**config.mk**
```make
export PLATFORM = sky130hd
export DESIGN_NAME = s_expression_lexer_core
export DESIGN_NICKNAME = d
export VERILOG_FILES = /design/src/design/sexl_pkg.sv /design/src/design/sexl_front.sv /design/src/design/sexl_queue.sv /design/src/design/sexl_back.sv /design/src/design/s_expression_lexer_core.sv
export SDC_FILE = /design/constraint.sdc
export NUM_CORES = 1
export LEC_CHECK = 0
export BUFFER_PORTS_ARGS = -buffer_cell sky130_fd_sc_hd__buf_2
export CAP_MARGIN = 20
export CORE_MARGIN = 2
export CORE_UTILIZATION = 55
export CTS_CLUSTER_SIZE = 24
export DETAILED_ROUTE_END_ITERATION = 16
export PLACE_DENSITY = 0.71
export SLEW_MARGIN = 10
export SYNTH_ARGS = -nofsm -noshare
export SYNTH_HDL_FRONTEND = slang
export SYNTH_SLANG_ARGS = --single-unit
```
**constraint.sdc**
```tcl
create_clock -name clk -period 8.5 [get_ports clk]
set_input_delay 0.425 -clock clk [delete_from_list [all_inputs] [get_ports clk]]
set_output_delay 0.425 -clock clk [all_outputs]
set_load 0.02 [all_outputs]
```
**src/design/sexl_pkg.sv**
```systemverilog
// Shared types and constants for the S-expression lexer.
package sexl_pkg;

  localparam logic [3:0] K_SYMCHAR = 4'd0;
  localparam logic [3:0] K_SYMEND  = 4'd1;
  localparam logic [3:0] K_STRCHAR = 4'd2;
  localparam logic [3:0] K_STREND  = 4'd3;
  localparam logic [3:0] K_INT     = 4'd4;
  localparam logic [3:0] K_FLOAT   = 4'd5;
  localparam logic [3:0] K_NIL     = 4'd6;
  localparam logic [3:0] K_T       = 4'd7;
  localparam logic [3:0] K_OPEN    = 4'd8;
  localparam logic [3:0] K_CLOSE   = 4'd9;
  localparam logic [3:0] K_HASH    = 4'd10;
  localparam logic [3:0] K_QUOTE   = 4'd11;
  localparam logic [3:0] K_DOT     = 4'd12;
  localparam logic [3:0] K_EOF     = 4'd13;
  localparam logic [3:0] K_ERROR   = 4'd14;

  localparam int MAX_RES = 5;

  // One result token.
  typedef struct packed {
    logic [3:0]         kind;
    logic [7:0]         text_char;
    logic signed [31:0] int_value;
    logic               negative;
    logic [29:0]        frac_value;
    logic [3:0]         frac_digits;
  } tok_t;

  // All results of one input byte.
  typedef struct packed {
    logic [2:0]           count;
    tok_t [MAX_RES-1:0]   toks;
  } burst_t;

endpackage

```
**src/design/sexl_front.sv**
```systemverilog
// Lexer front: per-byte state machine producing a burst of up to five tokens.
module sexl_front #(
  parameter int MAX_FRAC_DIGITS = 9
) (
  input  logic              clk,
  input  logic              rst,
  input  logic              valid,
  input  logic [7:0]        ch,
  output logic              stall,
  output logic              q_valid,
  output sexl_pkg::burst_t  q_data,
  input  logic              q_full
);

  localparam logic [3:0] M_START   = 4'd0;
  localparam logic [3:0] M_COMMENT = 4'd1;
  localparam logic [3:0] M_STRING  = 4'd2;
  localparam logic [3:0] M_NUM     = 4'd3;
  localparam logic [3:0] M_NUMDOT  = 4'd4;
  localparam logic [3:0] M_FRAC    = 4'd5;
  localparam logic [3:0] M_DOT     = 4'd6;
  localparam logic [3:0] M_OP1     = 4'd7;
  localparam logic [3:0] M_OP2     = 4'd8;
  localparam logic [3:0] M_SYM     = 4'd9;
  localparam logic [3:0] M_SYMRUN  = 4'd10;
  localparam logic [3:0] M_ERROR   = 4'd11;

  logic [3:0]  mode, mode_next;
  logic [31:0] int_accum, int_accum_next;
  logic        minus_seen, minus_seen_next;
  logic [29:0] frac_accum, frac_accum_next;
  logic [3:0]  frac_count, frac_count_next;
  logic [7:0]  held [3];
  logic [7:0]  held_next [3];
  logic [1:0]  held_count, held_count_next;
  logic [7:0]  pending_op, pending_op_next;
  sexl_pkg::burst_t b;

  logic fire;
  assign stall = q_full;
  assign fire  = valid && !q_full;
  assign q_valid = fire;
  assign q_data  = b;

  function automatic logic is_digit(input logic [7:0] c);
    return c >= 8'd48 && c <= 8'd57;
  endfunction
  function automatic logic is_alpha(input logic [7:0] c);
    return (c >= 8'd97 && c <= 8'd122) || (c >= 8'd65 && c <= 8'd90);
  endfunction
  function automatic logic [7:0] upcase(input logic [7:0] c);
    return (c >= 8'd97 && c <= 8'd122) ? c - 8'd32 : c;
  endfunction
  function automatic logic is_term(input logic [7:0] c);
    return c == 8'd40 || c == 8'd32 || c == 8'd41 || c == 8'd10 || c == 8'd9 || c == 8'd0;
  endfunction
  function automatic logic is_num_delim(input logic [7:0] c);
    return c == 8'd40 || c == 8'd41 || c == 8'd32 || c == 8'd10 || c == 8'd44 || c == 8'd0;
  endfunction

  logic [3:0]  dig;
  logic [31:0] neg_int;
  logic        do_begin;
  assign dig = ch[3:0] - 4'd0;
  assign neg_int = minus_seen ? 32'd0 - int_accum : int_accum;

  always_comb begin
    sexl_pkg::tok_t t;
    t = '0;
    b = '0;
    mode_next = mode;
    int_accum_next = int_accum;
    minus_seen_next = minus_seen;
    frac_accum_next = frac_accum;
    frac_count_next = frac_count;
    held_next = held;
    held_count_next = held_count;
    pending_op_next = pending_op;
    do_begin = 1'b0;

    unique case (mode)
      M_COMMENT: begin
        if (ch == 8'd10) mode_next = M_START;
        else if (ch == 8'd0) begin
          t.kind = sexl_pkg::K_EOF; b.toks[0] = t; b.count = 3'd1; mode_next = M_START;
        end
      end
      M_STRING: begin
        if (ch == 8'd34) begin
          t.kind = sexl_pkg::K_STREND; b.toks[0] = t; b.count = 3'd1; mode_next = M_START;
        end else if (ch == 8'd0) begin
          t.kind = sexl_pkg::K_ERROR; b.toks[0] = t; b.count = 3'd1; mode_next = M_START;
        end else begin
          t.kind = sexl_pkg::K_STRCHAR; t.text_char = ch; b.toks[0] = t; b.count = 3'd1;
        end
      end
      M_NUM: begin
        if (is_digit(ch)) int_accum_next = int_accum * 32'd10 + {28'd0, dig};
        else if (ch == 8'd46) mode_next = M_NUMDOT;
        else if (is_num_delim(ch)) begin
          t.kind = sexl_pkg::K_INT; t.int_value = neg_int; b.toks[0] = t; b.count = 3'd1;
          do_begin = 1'b1;
        end else begin
          t.kind = sexl_pkg::K_ERROR; b.toks[0] = t; b.count = 3'd1;
          mode_next = (ch == 8'd0) ? M_START : M_ERROR;
        end
      end
      M_NUMDOT: begin
        if (is_digit(ch)) begin
          frac_accum_next = {26'd0, dig}; frac_count_next = 4'd1; mode_next = M_FRAC;
        end else begin
          t.kind = sexl_pkg::K_INT; t.int_value = neg_int; b.toks[0] = t; b.count = 3'd1;
          do_begin = 1'b1;
        end
      end
      M_FRAC: begin
        if (is_digit(ch)) begin
          if (frac_count < 4'(MAX_FRAC_DIGITS)) begin
            frac_accum_next = 30'(frac_accum * 30'd10 + {26'd0, dig});
            frac_count_next = frac_count + 4'd1;
          end
        end else begin
          t.kind = sexl_pkg::K_FLOAT; t.int_value = int_accum; t.negative = minus_seen;
          t.frac_value = frac_accum; t.frac_digits = frac_count;
          b.toks[0] = t; b.count = 3'd1; do_begin = 1'b1;
        end
      end
      M_DOT: begin
        if (ch == 8'd32 || ch == 8'd10 || ch == 8'd9) begin
          t.kind = sexl_pkg::K_DOT; b.toks[0] = t; b.count = 3'd1; mode_next = M_START;
        end else if (is_digit(ch)) begin
          int_accum_next = '0; minus_seen_next = 1'b0;
          frac_accum_next = {26'd0, dig}; frac_count_next = 4'd1; mode_next = M_FRAC;
        end else if (ch == 8'd0) begin
          t.kind = sexl_pkg::K_EOF; b.toks[0] = t; b.count = 3'd1; mode_next = M_START;
        end else begin
          t.kind = sexl_pkg::K_ERROR; b.toks[0] = t; b.count = 3'd1; mode_next = M_ERROR;
        end
      end
      M_OP1: begin
        if (pending_op == 8'd45 && is_digit(ch)) begin
          minus_seen_next = 1'b1; int_accum_next = {28'd0, dig};
          frac_accum_next = '0; frac_count_next = '0; mode_next = M_NUM;
        end else if (ch == 8'd61 && (pending_op == 8'd60 || pending_op == 8'd62 ||
                     pending_op == 8'd61 || pending_op == 8'd47)) begin
          mode_next = M_OP2;
        end else if (is_term(ch)) begin
          t.kind = sexl_pkg::K_SYMCHAR; t.text_char = pending_op; b.toks[0] = t;
          t = '0; t.kind = sexl_pkg::K_SYMEND; b.toks[1] = t;
          b.count = 3'd2; do_begin = 1'b1;
        end else begin
          t.kind = sexl_pkg::K_ERROR; b.toks[0] = t; b.count = 3'd1; mode_next = M_ERROR;
        end
      end
      M_OP2: begin
        if (is_term(ch)) begin
          t.kind = sexl_pkg::K_SYMCHAR; t.text_char = pending_op; b.toks[0] = t;
          t.text_char = 8'd61; b.toks[1] = t;
          t = '0; t.kind = sexl_pkg::K_SYMEND; b.toks[2] = t;
          b.count = 3'd3; do_begin = 1'b1;
        end else begin
          t.kind = sexl_pkg::K_ERROR; b.toks[0] = t; b.count = 3'd1; mode_next = M_ERROR;
        end
      end
      M_SYM: begin
        if (!is_term(ch)) begin
          if (held_count < 2'd3) begin
            held_next[held_count] = upcase(ch);
            held_count_next = held_count + 2'd1;
          end else begin
            t.kind = sexl_pkg::K_SYMCHAR;
            t.text_char = held[0]; b.toks[0] = t;
            t.text_char = held[1]; b.toks[1] = t;
            t.text_char = held[2]; b.toks[2] = t;
            t.text_char = upcase(ch); b.toks[3] = t;
            b.count = 3'd4; mode_next = M_SYMRUN;
          end
        end else begin
          if (held_count == 2'd3 && held[0] == 8'd78 && held[1] == 8'd73 && held[2] == 8'd76) begin
            t.kind = sexl_pkg::K_NIL; b.toks[0] = t; b.count = 3'd1;
          end else if (held_count == 2'd1 && held[0] == 8'd84) begin
            t.kind = sexl_pkg::K_T; b.toks[0] = t; b.count = 3'd1;
          end else begin
            t.kind = sexl_pkg::K_SYMCHAR;
            t.text_char = held[0]; b.toks[0] = t;
            t.text_char = held[1]; b.toks[1] = t;
            t.text_char = held[2]; b.toks[2] = t;
            t = '0; t.kind = sexl_pkg::K_SYMEND;
            b.toks[held_count] = t;
            b.count = {1'b0, held_count} + 3'd1;
          end
          do_begin = 1'b1;
        end
      end
      M_SYMRUN: begin
        if (!is_term(ch)) begin
          t.kind = sexl_pkg::K_SYMCHAR; t.text_char = upcase(ch); b.toks[0] = t; b.count = 3'd1;
        end else begin
          t.kind = sexl_pkg::K_SYMEND; b.toks[0] = t; b.count = 3'd1; do_begin = 1'b1;
        end
      end
      M_ERROR: begin
        if (ch == 8'd0) mode_next = M_START;
      end
      default: do_begin = 1'b1;
    endcase

    // re-lex the terminating byte from the start state, appending at most one token
    if (do_begin) begin
      t = '0;
      mode_next = M_START;
      if (ch == 8'd32 || ch == 8'd9 || ch == 8'd10 || ch == 8'd11 || ch == 8'd12 ||
          ch == 8'd13) begin
        t.kind = sexl_pkg::K_EOF;
      end else if (ch == 8'd0) begin
        t.kind = sexl_pkg::K_EOF; b.toks[b.count] = t; b.count = b.count + 3'd1;
      end else if (ch == 8'd59) mode_next = M_COMMENT;
      else if (ch == 8'd34) mode_next = M_STRING;
      else if (is_digit(ch)) begin
        int_accum_next = {28'd0, dig}; minus_seen_next = 1'b0;
        frac_accum_next = '0; frac_count_next = '0; mode_next = M_NUM;
      end else if (is_alpha(ch)) begin
        held_next[0] = upcase(ch); held_count_next = 2'd1; mode_next = M_SYM;
      end else if (ch == 8'd40) begin
        t.kind = sexl_pkg::K_OPEN; b.toks[b.count] = t; b.count = b.count + 3'd1;
      end else if (ch == 8'd41) begin
        t.kind = sexl_pkg::K_CLOSE; b.toks[b.count] = t; b.count = b.count + 3'd1;
      end else if (ch == 8'd35) begin
        t.kind = sexl_pkg::K_HASH; b.toks[b.count] = t; b.count = b.count + 3'd1;
      end else if (ch == 8'd39) begin
        t.kind = sexl_pkg::K_QUOTE; b.toks[b.count] = t; b.count = b.count + 3'd1;
      end else if (ch == 8'd46) mode_next = M_DOT;
      else if (ch == 8'd45 || ch == 8'd60 || ch == 8'd62 || ch == 8'd61 || ch == 8'd47 ||
               ch == 8'd43 || ch == 8'd42) begin
        pending_op_next = ch; mode_next = M_OP1;
      end else begin
        t.kind = sexl_pkg::K_ERROR; b.toks[b.count] = t; b.count = b.count + 3'd1;
        mode_next = M_ERROR;
      end
    end
  end

  always_ff @(posedge clk) begin
    if (rst) begin
      mode <= M_START;
      int_accum <= '0;
      minus_seen <= 1'b0;
      frac_accum <= '0;
      frac_count <= '0;
      held_count <= '0;
      pending_op <= '0;
    end else if (fire) begin
      mode <= mode_next;
      int_accum <= int_accum_next;
      minus_seen <= minus_seen_next;
      frac_accum <= frac_accum_next;
      frac_count <= frac_count_next;
      held_count <= held_count_next;
      pending_op <= pending_op_next;
    end
  end

  always_ff @(posedge clk) begin
    if (fire) held <= held_next;
  end

endmodule

```
**src/design/sexl_queue.sv**
```systemverilog
// Small burst FIFO between lexer front and token serializer.
module sexl_queue #(
  parameter int DEPTH_LOG2 = 2
) (
  input  logic             clk,
  input  logic             rst,
  input  logic             in_valid,
  input  sexl_pkg::burst_t in_data,
  output logic             full,
  output logic             out_valid,
  output sexl_pkg::burst_t out_data,
  input  logic             out_pop
);

  localparam int DEPTH = 1 << DEPTH_LOG2;

  sexl_pkg::burst_t mem [DEPTH];
  logic [DEPTH_LOG2:0] wr_ptr, rd_ptr;

  assign full      = (wr_ptr - rd_ptr) == (DEPTH_LOG2+1)'(DEPTH);
  assign out_valid = wr_ptr != rd_ptr;
  assign out_data  = mem[rd_ptr[DEPTH_LOG2-1:0]];

  always_ff @(posedge clk) begin
    if (in_valid) mem[wr_ptr[DEPTH_LOG2-1:0]] <= in_data;
  end

  always_ff @(posedge clk) begin
    if (rst) begin
      wr_ptr <= '0;
      rd_ptr <= '0;
    end else begin
      if (in_valid) wr_ptr <= wr_ptr + 1'b1;
      if (out_pop) rd_ptr <= rd_ptr + 1'b1;
    end
  end

endmodule

```
**src/design/sexl_back.sv**
```systemverilog
// Lexer back: serializes each burst into output token beats with a last flag.
module sexl_back (
  input  logic               clk,
  input  logic               rst,
  input  logic               q_valid,
  input  sexl_pkg::burst_t   q_data,
  output logic               q_pop,
  output logic               valid,
  input  logic               stall,
  output logic [3:0]         kind,
  output logic [7:0]         text_char,
  output logic signed [31:0] int_value,
  output logic               negative,
  output logic [29:0]        frac_value,
  output logic [3:0]         frac_digits,
  output logic               last
);

  logic [2:0] idx;
  logic       out_free;
  logic       take;
  logic       is_last;
  logic       empty_burst;
  sexl_pkg::tok_t t;

  assign out_free    = !valid || !stall;
  assign empty_burst = q_data.count == 3'd0;
  assign is_last     = (idx + 3'd1) == q_data.count;
  assign take        = q_valid && out_free && !empty_burst;
  assign q_pop       = q_valid && (empty_burst || (out_free && is_last));
  assign t           = q_data.toks[idx];

  always_ff @(posedge clk) begin
    if (rst) begin
      valid <= 1'b0;
      idx   <= '0;
    end else begin
      if (out_free) valid <= take;
      if (q_pop) idx <= '0;
      else if (take) idx <= idx + 3'd1;
    end
  end

  always_ff @(posedge clk) begin
    if (take) begin
      kind        <= t.kind;
      text_char   <= t.text_char;
      int_value   <= t.int_value;
      negative    <= t.negative;
      frac_value  <= t.frac_value;
      frac_digits <= t.frac_digits;
      last        <= is_last;
    end
  end

endmodule

```
**src/design/s_expression_lexer_core.sv**
```systemverilog
// S-expression lexer top level: front, burst queue, output serializer.
// Input: one byte per cycle while the queue has room; a byte's burst is queued at its accept edge.
// Path: an accepted byte's burst is written into the queue memory, then registered beat by beat on the output.
// Output: one token beat per cycle while out_stall is low; a byte that yields n tokens gives n beats,
// a byte with no tokens is popped from the queue with no beat; the input stalls while four bursts are queued.
// Reset (rst, synchronous): lexer returns to start state, queue and output register empty.
module s_expression_lexer_core #(
  parameter int MAX_FRAC_DIGITS = 9
) (
  input  logic               clk,
  input  logic               rst,
  input  logic               in_valid,
  output logic               in_stall,
  input  logic [7:0]         ch,
  output logic               out_valid,
  input  logic               out_stall,
  output logic [3:0]         kind,
  output logic [7:0]         text_char,
  output logic signed [31:0] int_value,
  output logic               negative,
  output logic [29:0]        frac_value,
  output logic [3:0]         frac_digits,
  output logic               last
);

  logic             f_valid, q_full, q_valid, q_pop;
  sexl_pkg::burst_t f_data, q_data;

  sexl_front #(.MAX_FRAC_DIGITS(MAX_FRAC_DIGITS)) u_front (
    .clk, .rst, .valid(in_valid), .ch, .stall(in_stall),
    .q_valid(f_valid), .q_data(f_data), .q_full
  );

  sexl_queue #(.DEPTH_LOG2(2)) u_queue (
    .clk, .rst, .in_valid(f_valid), .in_data(f_data), .full(q_full),
    .out_valid(q_valid), .out_data(q_data), .out_pop(q_pop)
  );

  sexl_back u_back (
    .clk, .rst, .q_valid, .q_data, .q_pop,
    .valid(out_valid), .stall(out_stall), .kind, .text_char, .int_value,
    .negative, .frac_value, .frac_digits, .last
  );

endmodule

```
==> flow_summary.ini, run 1 <==
[global_route]
grt_antenna_before_repair = 4
grt_util_met2_pct = 38.3
gr-total-overflow = 0
grt_max_degree = 70
met3_usage_pct = 3.72
track_usage_pct = 25.0
grt_pass1_vias = 21100
grt_pass1_wl_um = 121000
top_usage_layer = met2
use_met1_pct = 37.9

[critical_path]
startpoint = u_front.frac_accum[1]
cp-end-kind = flop
worstReg2RegStart = u_front.frac_accum[1]
cp.arrival_ns = 4.72
crit_fanout = 6
crit_chain = ha_1 -> ha_1 -> inv_1 -> fa_1 -> nor2b_1 -> o31ai_1 -> o211ai_2 -> a31oi_1 -> a2111oi_0 -> a311o_1 -> nor4b_2 -> nor4b_2 -> xnor2_1 -> a31oi_1
crit_type = reg -> reg
start_kind = flop
crit_buf_inv = 1
critPathRequiredTime_ns = 8.96
cp_top_family = compound AO/OA/AOI/OAI gates
cp_slowest_cell = nor4b_2
worst_path_largest_cell_delay_ns = 0.48

[synth]
yosys_warnings = 0
ys_ff_latch = 685
synthArstFlopShare_pct = 0
syn_area_um2 = 33200
synth-edff-count = 592
syn_area_per_cell_um2 = 13.3
yosysMostFrequentCell = edfxtp_1
yosysTopAreaCell = edfxtp_1
synth_cells = 2492
synth.area.top_cells = edfxtp_1 (54%), mux4_2 (9.1%), dfxtp_1 (5.6%), ha_1 (4.8%), a21oi_1 (2.2%)
synth_cell_types = 93
synth-seq-area-share_pct = 59.1
netlist.area_leader.share_pct = 53.5
ys.flop_type = edfxtp_1
synth_common_cells = edfxtp_1 (592), nor2_1 (189), nand2_1 (152)

[timing]
max_freq_mhz = 234
fin_crit_ns = 4.27
tightest_slew_ns = 1.12
finalHoldViolCount = 0
finalSetupTns_ns = 0
fin_crit_sh_pct = 50.2
timing.final.max_slew_violations = 0
setup_viol = 0
max_slew_margin_pct = 25.5
fin_skew_ns = 0.0350
worst_slack_ns = 4.23
rsz0062_at_grt = false

[drt]
antenna_left = 0
post-route-drc-count = 0
drt-total-wl_um = 77700
num_vias = 21400
drt_iter0_markers = 2326
wl_per_cell_um = 22.8
first_pass_iters = 5
vias_per_cell = 6.26

[placed_design]
port_buffers = 93
dp_hpwl_um = 52200
place_congestion = 0.943
pre_cts_ws_ns = 4.20

[floorplanning]
die_w_um = 250
start_util_pct = 55.3
boundaryPins = 94
die_y_um = 250
core_region_area_um2 = 60000
dieArea_um2 = 62400
num_rows = 90

[power]
pwr-share-seq_pct = 46.3
p_clk_share_pct = 29.6
peakVddDrop_uv = 208
leakage_uw = 0.0133
p_sw_share_pct = 29.9
p_int_uw = 6890
power.density_nw_per_um2 = 268
p_switching_uw = 2940
power_frac_comb_pct = 24.1

[run]
maxCapViolCount = 0

[status]
status = complete, no violations

[clock_network]
path_clk_slew_ns = 0.06
numCtsBuffers = 68
postCtsSetupBuffers = 0
cts_tree = yes
clock-root-buffer = clkbuf_16
clock_latency_ns = 0.62
cts_htree_levels = 3
clk_path_buf_depth = 3
hold_buffers = 0
post_cts_resize_count = 0
cts.sinks = 685

[final_layout]
drive_gt1_share_pct = 15.7
nets = 2720
area_growth_pct = 10.5
fin_util_pct = 61.2

[min_path]
min_path_type = in -> reg
worstHoldStart = out_stall
final timing paths:
path	slack [ns]	end	cells after the start
max reg2reg	4.23	u_front.frac_accum[29]	14
min	0.09	u_back.valid	3
max	4.23	u_front.frac_accum[29]	14
min reg2reg	0.49	u_front.pending_op[7]	1
flip-flops by register name, summed over array words and instances, names as in the netlist, 2 cells and up, named ones only:
register	count
u_queue.mem	488
u_front.pending_op	8
u_front.held	8
u_front.frac_count	4
u_back.frac_value	30
u_back.int_value	32
u_back.text_char	8
u_front.held_count	2
u_front.int_accum	32
u_front.mode	4
u_front.frac_accum	30
u_back.frac_digits	4
u_back.idx	3
u_queue.rd_ptr	3
u_queue.wr_ptr	3
u_back.kind	4
cell families (layout without fill, tap and decap cells):
family	count (synthesis)	after routing	share of synthesized area, %
muxes	154	154	9.72
adders and majority gates	131	131	5.03
xor gates and xnor gates	118	118	3.11
buffers and inverters	167	294	1.94
and+or+nand+nor	738	738	11.5
DFF	685	685	59.1
AOI/OAI and AO/OA	498	498	9.56
other	1	13	0.0113
routing by layer:
metal	part of all wire (%)	vias up
li1	-	9744
met1	45	10700
met2	45	851
met3	7.7	100
met4	1.7	0
met5	0	-
per-stage QoR:
stage	hold slack [ns]	instance area, um^2	instances	total power, uW
after floorplan	0.448	33300	2503	6240
after global placement	0.485	34500	3285	6950
after detailed placement	0.487	34500	3286	6990
after CTS	0.0804	36700	3409	9910
after global routing	0.128	36700	3413	10200
final	0.0915	36700	3413	9830
power by group through the flow:
| stage | registers (uW) | clock network, uW | logic, uW |
|---|---|---|---|
| after global routing | 4610 | 3100 | 2530 |
| after detailed placement | 4630 | 0 | 2360 |
| after CTS | 4560 | 2970 | 2380 |
| after global placement | 4610 | 0 | 2340 |
| final | 4550 | 2910 | 2360 |
| after floorplan | 4810 | 0 | 1430 |
layout make-up:
cell class                      count  area, um^2
Antenna cell                        1        2.50
Clock inverter                     32         339
Inverter                           48         180
Tap cell                          782         978
Timing Repair Buffer              123         719
Multi-Input combinational cell   1651       13000
Fill cell                        4498       23300
Clock buffer                       91        1850
Sequential cell                   685       19600
cells in the final DEF (no fill, tap or decap), types with 12 or more instances in the layout:
cell type | netlist | routed
nand2_1 | 152 | 152
dfxtp_1 | 93 | 91
mux4_2 | 134 | 134
buf_2 | 11 | 93
nand2b_1 | 23 | 23
a21oi_1 | 143 | 143
nor2_1 | 189 | 187
clkbuf_1 | 89 | 16
nor2b_1 | 99 | 99
a21o_1 | 26 | 26
inv_1 | 47 | 47
xor2_1 | 53 | 53
nand3_1 | 50 | 50
xnor2_1 | 65 | 65
clkbuf_16 | 0 | 68
nand4_1 | 16 | 16
ha_1 | 127 | 127
buf_4 | 1 | 26
a22oi_1 | 37 | 37
a31oi_1 | 12 | 12
conb_1 | 1 | 12
o31ai_1 | 25 | 25
and3_1 | 49 | 49
o21ai_0 | 126 | 126
and2_1 | 36 | 32
nor3_1 | 44 | 44
or3_1 | 20 | 19
mux2i_1 | 12 | 12
edfxtp_1 | 592 | 592
tightest hold or removal path, delay by kind of cell:
family / cells / cell delay (ns)
compound gates: 1 / 0.06
buf+inv: 1 / 0.09
simple gates: 1 / 0.09
(Power assumes the default switching activity.)
==> run 2: changes to the inputs <==
clock period = 4.4 ns   (was 8.5 ns; I/O delays follow)
==> run 2 against run 1 <==
  * Global-route usage is 0.25 points higher
  * Combinational power is 100% higher
  * Cell area is 1.3% higher
  * Non-clock buffer count is 54 higher
  * Clock skew is 0.015 ns lower
  * First-iteration DRC count is 21% lower
  * Cell count is 1.6% higher
  * Largest power group unchanged
  * Highest routed layer unchanged
==> flow_summary.ini, run 2 (same netlist as run 1, synthesis figures left out) <==
[critical_path]
startpoint = u_front.frac_accum[1]
r2r_slack_ns = 0.38
r2r-end = u_front.frac_accum[29]
ff2ff_path_depth = 14
crit_path_end = u_front.frac_accum[29]
crit_fanout = 6
start_kind = flop
cp.arrival_ns = 4.48
critPathRequiredTime_ns = 4.86
crit_type = reg -> reg
worstReg2RegStart = u_front.frac_accum[1]
cp-end-kind = flop

[floorplanning]
dieArea_um2 = 62400
core_region_area_um2 = 60000
start_util_pct = 55.3
num_rows = 90
die_w_um = 250
boundaryPins = 94
die_y_um = 250

[final_layout]
layout_commonest_cell = edfxtp_1
antennaDiodeCount = 0
drive_gt1_share_pct = 17.3
largest_reg_flops = 488
area_growth_pct = 12.0
nets = 2776
final_cell_mix = edfxtp_1 (592), nor2_1 (187), nand2_1 (152)

[timing]
rsz0062_at_grt = false
fin_skew_ns = 0.0201
max_slew_margin_pct = 26.6
finalHoldViolCount = 0
fin_crit_ns = 4.02
tightest_slew_ns = 1.10
timing.final.max_slew_violations = 0
finalSetupTns_ns = 0
hold_slack_ns = 0.0264
max_freq_mhz = 249
setup_viol = 0
fin_crit_sh_pct = 91.5

[clock_network]
clock_latency_ns = 0.62
path_clk_slew_ns = 0.06
clock-root-buffer = clkbuf_16
cts_tree = yes
cts_htree_levels = 3
cts.sinks = 685
numCtsBuffers = 70
clk_path_buf_depth = 3

[drt]
drt_iter0_markers = 1833
first_pass_iters = 5
vias_per_cell = 6.19
wl_per_cell_um = 22.5
drt-total-wl_um = 78000
num_vias = 21500
post-route-drc-count = 0
antenna_left = 0

[power]
peakVddDrop_uv = 338
p_switching_uw = 5740
power_frac_comb_pct = 25.0
p_int_uw = 13500
pwr-share-seq_pct = 45.1
p_sw_share_pct = 29.8
power.density_nw_per_um2 = 517
p_clk_share_pct = 29.9
leakage_uw = 0.0136

[placed_design]
port_buffers = 93
dp_hpwl_um = 52800
place_congestion = 0.928

[global_route]
grt_pass1_vias = 21500
grt_antenna_before_repair = 1
grt_max_degree = 74
track_usage_pct = 25.2
gr-total-overflow = 0
grt_pass1_wl_um = 123000

[status]
status = complete, no violations

[min_path]
hold_depth = 1
min_path_type = in -> reg

[run]
maxCapViolCount = 0
run 2: worst min-delay path by stage:
| stage | from | to |
|---|---|---|
| 6_report | ch[4] | flop |
| 5_1_grt | ch[4] | flop |
| 4_1_cts | ch[4] | flop |
| 3_5_place_dp | u_front.int_accum[31] | u_front.int_accum[31] |
| 3_3_place_gp | u_front.int_accum[31] | u_front.int_accum[31] |
| 2_1_floorplan | ch[0] | flop |
run 2: worst max-delay path, stage by stage, from the launching register on:
cell,delay [ns]
dfxtp_1,0.36
ha_1,0.30
ha_1,0.18
inv_1,0.08
fa_1,0.47
nor2b_1,0.20
o31ai_1,0.15
o211ai_2,0.31
a31oi_1,0.17
a2111oi_0,0.50
a311o_1,0.26
nor4b_4,0.33
nor4b_2,0.29
xnor2_1,0.16
a31oi_1,0.11
run 2: power groups by stage:
stage	sequential (uW)	combinational, uW	clock (uW)
2_1_floorplan	9260	2770	0
3_3_place_gp	8760	4780	0
3_5_place_dp	8810	4840	0
4_1_cts	8690	4870	5850
5_1_grt	8760	5170	6100
6_report	8670	4810	5750
run 2: cell type report:
cell class / instances / area, um^2
timing repair buffer: 177 / 1170
sequential: 685 / 19600
clock buffer: 89 / 1860
multi-input combinational: 1651 / 13000
fill: 4412 / 22800
clock inverter: 35 / 350
tap: 782 / 978
inverter: 48 / 180
run 2: through the flow:
stage | setup WS [ns] | area [um^2] | total power [uW] | util [%] | instances
after floorplan | 0.453 | 33300 | 12000 | - | 2503
after global placement | 0.426 | 34900 | 13500 | 58.2 | 3337
after detailed placement | 0.333 | 34900 | 13700 | 58.2 | 3337
after CTS | 0.293 | 37100 | 19400 | 61.9 | 3462
after global routing | 0.0261 | 37200 | 20000 | 62.0 | 3467
final | 0.376 | 37200 | 19200 | 62.0 | 3467
run 2: metal layers:
metal / global-route usage (%) / vias to the layer above / wire length [um]
met4: 6.94 / 0 / 1570
li1: - / 9858 / -
met3: 3.50 / 121 / 4740
met1: 36.1 / 10700 / 34500
met2: 40.9 / 748 / 37200
met5: 0 / - / 0
run 2: timing repair:
item / in CTS / in global routing
hold buffers: 1 / 0
endpoints found under the setup margin: 0 / 3
endpoints found under the hold margin: 1 / 0
resized for setup: 0 / 1
setup buffers: 0 / 3
